[config.mk]
export PLATFORM = sky130hd
export DESIGN_NAME = serial_command_line_decoder
export DESIGN_NICKNAME = d
export VERILOG_FILES = /design/src/rtl/core/scld_pkg.sv /design/src/rtl/core/scld_classify.sv /design/src/rtl/core/serial_command_line_decoder.sv
export SDC_FILE = /design/constraint.sdc
export NUM_CORES = 1
export LEC_CHECK = 0
export ABC_AREA = 1
export ABC_CLOCK_PERIOD_IN_PS = 2600
export BUFFER_PORTS_ARGS = -buffer_cell sky130_fd_sc_hd__buf_2
export CORE_AREA = 2 2 95 97
export CTS_CLUSTER_DIAMETER = 200
export DETAILED_ROUTE_END_ITERATION = 16
export DIE_AREA = 0 0 97 99
export SYNTH_ARGS = -nofsm -noshare
export SYNTH_HDL_FRONTEND = slang
export SYNTH_HIERARCHICAL = 1
export SYNTH_SLANG_ARGS = --single-unit
[constraint.sdc]
create_clock -name aclk -period 2.6 [get_ports aclk]
set_input_delay 0.26 -clock aclk [delete_from_list [all_inputs] [get_ports aclk]]
set_output_delay 0.26 -clock aclk [all_outputs]
set_load 0.02 [all_outputs]
[src/rtl/core/scld_pkg.sv]
// shared types and character constants for the serial command line decoder
`default_nettype none

package scld_pkg;

    // command codes on the result channel
    typedef logic [1:0] cmd_t;

    localparam cmd_t CMD_ECHO    = 2'd0;
    localparam cmd_t CMD_SPEED   = 2'd1;
    localparam cmd_t CMD_UNKNOWN = 2'd2;

    // control characters
    localparam logic [7:0] CH_DEL = 8'h7F;
    localparam logic [7:0] CH_BS  = 8'h08;
    localparam logic [7:0] CH_CR  = 8'h0D;
    localparam logic [7:0] CH_LF  = 8'h0A;

    // the classifier only ever looks at the first few characters of a line
    localparam int unsigned KEEP_CHARS = 5;

    localparam logic [7:0] WORD_ECHO  [4] = '{8'h65, 8'h63, 8'h68, 8'h6F};
    localparam logic [7:0] WORD_SPEED [5] = '{8'h73, 8'h70, 8'h65, 8'h65, 8'h64};

    // length of the finished line, decoded to the cases the classifier cares about
    typedef struct packed {
        logic len_one;
        logic len_four;
        logic len_five;
    } len_flags_t;

    localparam int unsigned LEN_W = 5;
    localparam int unsigned DATA_OUT_W = 8;

endpackage

`default_nettype wire

[src/rtl/core/scld_classify.sv]
// matches the start of a finished line against the known command words
`default_nettype none

module scld_classify
    import scld_pkg::*;
(
    input  logic [7:0] first_chars [KEEP_CHARS],
    input  len_flags_t len_flags,
    output cmd_t       command
);

    logic is_echo_word;
    logic is_speed_word;
    logic is_e;
    logic is_s;

    always_comb begin
        is_echo_word = len_flags.len_four;
        for (int i = 0; i < 4; i++) begin
            if (first_chars[i] != WORD_ECHO[i]) begin
                is_echo_word = 1'b0;
            end
        end
        is_speed_word = len_flags.len_five;
        for (int i = 0; i < 5; i++) begin
            if (first_chars[i] != WORD_SPEED[i]) begin
                is_speed_word = 1'b0;
            end
        end
        is_e = len_flags.len_one && (first_chars[0] == WORD_ECHO[0]);
        is_s = len_flags.len_one && (first_chars[0] == WORD_SPEED[0]);

        if (is_echo_word || is_e) begin
            command = CMD_ECHO;
        end else if (is_speed_word || is_s) begin
            command = CMD_SPEED;
        end else begin
            command = CMD_UNKNOWN;
        end
    end

endmodule

`default_nettype wire

[src/rtl/core/serial_command_line_decoder.sv]
// top level of the serial command line decoder
`default_nettype none

// Takes one received serial byte per item on the s_ stream and assembles a
// command line. DEL (0x7F) or BS (0x08) removes the last held character when
// there is one; any other byte except CR and LF is appended while fewer than
// LINE_DEPTH-1 characters are held, and further bytes are dropped. A CR or LF
// ends a non-empty line and produces one item on the m_ stream carrying the
// command (echo for "echo" or "e", speed for "speed" or "s", unknown
// otherwise) and the line length, masked to 5 bits. A CR or LF right after a
// line end is swallowed so CRLF counts once, and an empty line produces
// nothing. Throughput is one byte per cycle while no line end is held back
// by a waiting result: the byte goes into an input register, and the line
// state update plus the compare against the command words run from there
// straight into the result register, which presents the result on m_.
// Only the first five characters of a line are kept, since nothing longer can
// match a command word. With m_tready held low and a result waiting, bytes
// that do not end a line keep flowing at full rate; the next line end waits
// in the input register and s_tready drops until the waiting result is taken.
module serial_command_line_decoder
    import scld_pkg::*;
#(
    parameter int unsigned LINE_DEPTH = 32
) (
    input  wire logic       aclk,
    input  wire logic       aresetn,

    input  wire logic       s_tvalid,
    output      logic       s_tready,
    input  wire logic [7:0] s_tdata,   // [7:0] rx_byte

    output      logic       m_tvalid,
    input  wire logic       m_tready,
    output      logic [7:0] m_tdata    // [1:0] command, [6:2] line_length, [7] zero
);

    localparam int unsigned CNT_W = $clog2(LINE_DEPTH);
    localparam int unsigned EXT_W = (CNT_W > LEN_W) ? CNT_W : LEN_W;
    localparam logic [CNT_W-1:0] CNT_LIMIT = CNT_W'(LINE_DEPTH - 1);

    // input register
    logic       in_valid_reg;
    logic [7:0] in_byte_reg;

    // line state
    logic [CNT_W-1:0] count_reg, count_next;
    logic             skip_reg, skip_next;
    logic [7:0]       chars_reg [KEEP_CHARS];

    // result register
    logic             out_valid_reg, out_valid_next;
    cmd_t             out_cmd_reg;
    logic [LEN_W-1:0] out_len_reg;

    logic advance;          // item in the input register is processed this cycle
    logic is_newline;
    logic is_erase;
    logic emit;
    logic store_en;
    len_flags_t len_flags;
    cmd_t       command;
    logic [EXT_W-1:0] count_ext;

    // the input register moves on unless its item ends a line while an earlier
    // result still waits in the result register
    assign advance  = in_valid_reg && (!emit || !out_valid_reg || m_tready);
    assign s_tready = !in_valid_reg || advance;

    always_ff @(posedge aclk) begin
        if (!aresetn) begin
            in_valid_reg <= 1'b0;
        end else if (s_tready) begin
            in_valid_reg <= s_tvalid;
        end
    end

    always_ff @(posedge aclk) begin
        if (s_tready && s_tvalid) begin
            in_byte_reg <= s_tdata;
        end
    end

    // line state update for the byte in the input register
    always_comb begin
        is_newline = (in_byte_reg == CH_CR) || (in_byte_reg == CH_LF);
        is_erase   = (in_byte_reg == CH_DEL) || (in_byte_reg == CH_BS);
        count_next = count_reg;
        skip_next  = skip_reg;
        emit       = 1'b0;
        store_en   = 1'b0;
        if (is_newline) begin
            if (skip_reg) begin
                skip_next = 1'b0;
            end else if (count_reg != '0) begin
                emit       = 1'b1;
                count_next = '0;
                skip_next  = 1'b1;
            end
        end else begin
            skip_next = 1'b0;
            if (is_erase) begin
                if (count_reg != '0) begin
                    count_next = count_reg - 1'b1;
                end
            end else if (count_reg < CNT_LIMIT) begin
                store_en   = 1'b1;
                count_next = count_reg + 1'b1;
            end
        end
    end

    always_ff @(posedge aclk) begin
        if (!aresetn) begin
            count_reg <= '0;
            skip_reg  <= 1'b0;
        end else if (advance) begin
            count_reg <= count_next;
            skip_reg  <= skip_next;
        end
    end

    // keep only the leading characters, each at its own fixed slot
    always_ff @(posedge aclk) begin
        for (int i = 0; i < KEEP_CHARS; i++) begin
            if (advance && store_en && (EXT_W'(count_reg) == EXT_W'(i))) begin
                chars_reg[i] <= in_byte_reg;
            end
        end
    end

    assign count_ext = EXT_W'(count_reg);

    always_comb begin
        len_flags.len_one  = (count_ext == EXT_W'(1));
        len_flags.len_four = (count_ext == EXT_W'(4));
        len_flags.len_five = (count_ext == EXT_W'(5));
    end

    scld_classify u_classify (
        .first_chars (chars_reg),
        .len_flags   (len_flags),
        .command     (command)
    );

    // result register: a new result loads, otherwise a taken result clears
    always_comb begin
        if (advance && emit) begin
            out_valid_next = 1'b1;
        end else if (m_tready) begin
            out_valid_next = 1'b0;
        end else begin
            out_valid_next = out_valid_reg;
        end
    end

    always_ff @(posedge aclk) begin
        if (!aresetn) begin
            out_valid_reg <= 1'b0;
        end else begin
            out_valid_reg <= out_valid_next;
        end
    end

    always_ff @(posedge aclk) begin
        if (advance && emit) begin
            out_cmd_reg <= command;
            out_len_reg <= count_ext[LEN_W-1:0];
        end
    end

    assign m_tvalid = out_valid_reg;
    assign m_tdata  = {{(DATA_OUT_W - LEN_W - 2){1'b0}}, out_len_reg, out_cmd_reg};

endmodule

`default_nettype wire
==> flow_summary.toml <==
[pwr]
p_leak_uw = 0.00135
p_per_area_mw_per_mm2 = 614
totalPowerFinal_uw = 2050
ir_drop_v = 0.000232

[sta]
fin_worst_skew_ns = 0.0161
final-max-slew-violation-count = 0
worst_slack_ns = 0.386
rsz0062_at_grt = "no"
slew_headroom_pct = 42.1
fin_crit_ns = 2.21
finalHoldViolations = 0
max_slew.worst_pin.slew_ns = 0.865
fin_setup_tns_ns = 0
setup_viol = 0
period_share_pct = 85.1
max_freq_mhz = 452

[worst_setup_path]
critPathMaxStageDelay_ns = 0.35
crit_type = "register to register"
endpoint_kind = "register"
crit_family = "simple AND/OR/NAND/NOR gates"
crit_buf_inv = 4
crit_arrival_ns = 2.26
crit_chain = "inv_1, ha_1, inv_1, nor2_2, a21oi_1, nand4_1, nand2_1, inv_2, nand3_2, nor3b_1, buf_4"
crit_fanout = 8
worst_path_most_repeated_cell = "inv_1"
crit_required_ns = 2.65
cpMaxStageDelayCell = "dfxtp_1"
start_kind = "register"

[clock_network]
cts_htree_levels = 3
cts_hold_buf = 0
postCtsResizedCells = 0
clk_path_buf_depth = 2
cts_made_buffers = 9
cts_setup_buffers = 0
clk_latency_ns = 0.35
cts_tree = "built"
clk_pin_slew_worst_paths_ns = 0.07
cts_root_buffer = "clkbuf_8"
cts_num_sinks = 63

[place]
placedInstanceArea_mm2 = 0.00317
post-place-ws_ns = 0.385
gp_congestion = 0.809
place_hpwl_um = 3770
portBuffers = 20

[floorplan]
die-width_um = 97
placement_rows = 34
ios = 22
start_util_pct = 33.9
die_h_um = 99
die-area_mm2 = 0.00960
core_area_mm2 = 0.00855

[cells_and_area]
final_common_cell = "edfxtp_1"
diodes = 0
area_growth_pct = 14.8
fillCellCount = 841
drive_gt1_share_pct = 28.9
finalNetCount = 316
fin_util_pct = 39.0
layout_common_cells = "edfxtp_1, nand2_1, inv_1, nor2_1, buf_2"
largest_register_ffs = 40
finalInstanceArea_mm2 = 0.00333

[synthesis]
syn-num-nets = 280
synth_cell_types = 34
avgSynthCellArea_um2 = 11.0
ys_warn_count = 6
ys_top_cells_by_area = "edfxtp_1, nand2_1, dfxtp_1"
ys_ff_latch = 63
syn_area_mm2 = 0.00290
synth_top_area_share_pct = 56.9
synth_area_leader_cell = "edfxtp_1"
postSynthCellCount = 264
synth_seq_area_share_pct = 62.4

[grt]
grtUsageTotal_pct = 11.9
grt_overflow = 0
grt_max_degree = 12
grt_first_pass_wirelength_um = 8800
antenna_found_initial = 0
grt_pass1_vias = 1807

[flow_run]
maxCapViolCount = 0

[drt]
wl_per_cell_um = 12.4
drt_iter0_drc = 73
drc_errors = 0
vias_per_cell = 4.42
routed_wl_um = 5110
vias = 1825
final_antenna_net_count = 0
first_pass_iters = 4

[worst_hold_path]
worstHoldPathType = "input port to register"

[outcome]
outcome = "finished, final reports clean"
Yosys cell counts:
cell / count
a21oi_2: 1
o21bai_1: 1
o21ai_2: 1
buf_4: 1
nand4_1: 8
o21ai_0: 2
nor3_2: 4
buf_6: 2
nor4_1: 1
edfxtp_1: 55
a31oi_1: 1
nand3_1: 12
xor2_1: 4
o211ai_1: 1
dfxtp_1: 8
and3_1: 1
nand3_4: 1
a21oi_1: 3
nand2_1: 51
nand3_2: 3
nor3_4: 1
ha_1: 4
nand2_4: 3
nor3_1: 3
inv_1: 33
nor3b_1: 2
inv_2: 11
nor2_2: 9
nand2_2: 8
conb_1: 1
nor2_4: 4
bufinv_8: 1
xnor2_1: 1
nor2_1: 22
layout make-up:
| cell class | instances | area, µm² | area share (%) |
|---|---|---|---|
| Clock inverter | 5 | 33.8 | 1.01 |
| Tap cell | 108 | 135 | 4.06 |
| Multi-Input combinational cell | 153 | 877 | 26.3 |
| Clock buffer | 11 | 131 | 3.94 |
| Sequential cell | 63 | 1810 | 54.4 |
| Inverter | 45 | 183 | 5.48 |
| Timing Repair Buffer | 28 | 160 | 4.81 |
routing by layer:
layer  routed length [µm]  vias to the layer above  part of all wire (%)  track usage, %
li1                     -                      938                     -               -
met1                 2500                      843                    49            15.4
met2                 2330                       35                    46            18.2
met3                  183                        9                   3.6            3.19
met4                   97                        0                   1.9            6.93
met5                    0                        -                     0               0
report_power, final:
part           internal [µW]  switching (µW)
registers               1130            33.1
clock network            346             386
logic                   55.6            91.3
total                   1540             510
worst paths after layout:
kind | cells after the start | slack [ns] | startpoint | end
worst max-delay path | 11 | 0.39 | count_ext[0] | chars_reg[10]
worst min register to register | 2 | 0.53 | in_valid_reg | in_valid_reg
worst min-delay path | 1 | 0.09 | s_tdata[4] | in_byte_reg[4]
worst max register to register | 11 | 0.39 | count_ext[0] | chars_reg[10]
cell families after synthesis:
logic type | synth area share, %
AO/OA/AOI/OAI | 2.20
flip-flops | 62.4
other | 0.129
XOR/XNOR | 1.51
adder cells (fa/ha/maj) | 1.72
AND/OR/NAND/NOR | 24.7
buffers and inverters | 7.33
worst register-to-register path: stages, from the launching register on:
cell and delay [ns]:
dfxtp_1 0.35, inv_1 0.15, ha_1 0.23, inv_1 0.06, nor2_2 0.13, a21oi_1 0.09
nand4_1 0.07, nand2_1 0.07, inv_2 0.15, nand3_2 0.13, nor3b_1 0.27, buf_4 0.22
stage by stage:
step,instances,hold WS [ns]
2_1_floorplan,264,0.359
6_report,413,0.0881
5_1_grt,413,0.0849
3_5_place_dp,397,0.438
4_1_cts,413,0.0748
3_3_place_gp,397,0.439
No activity file was read; power rests on OpenSTA's default activity.
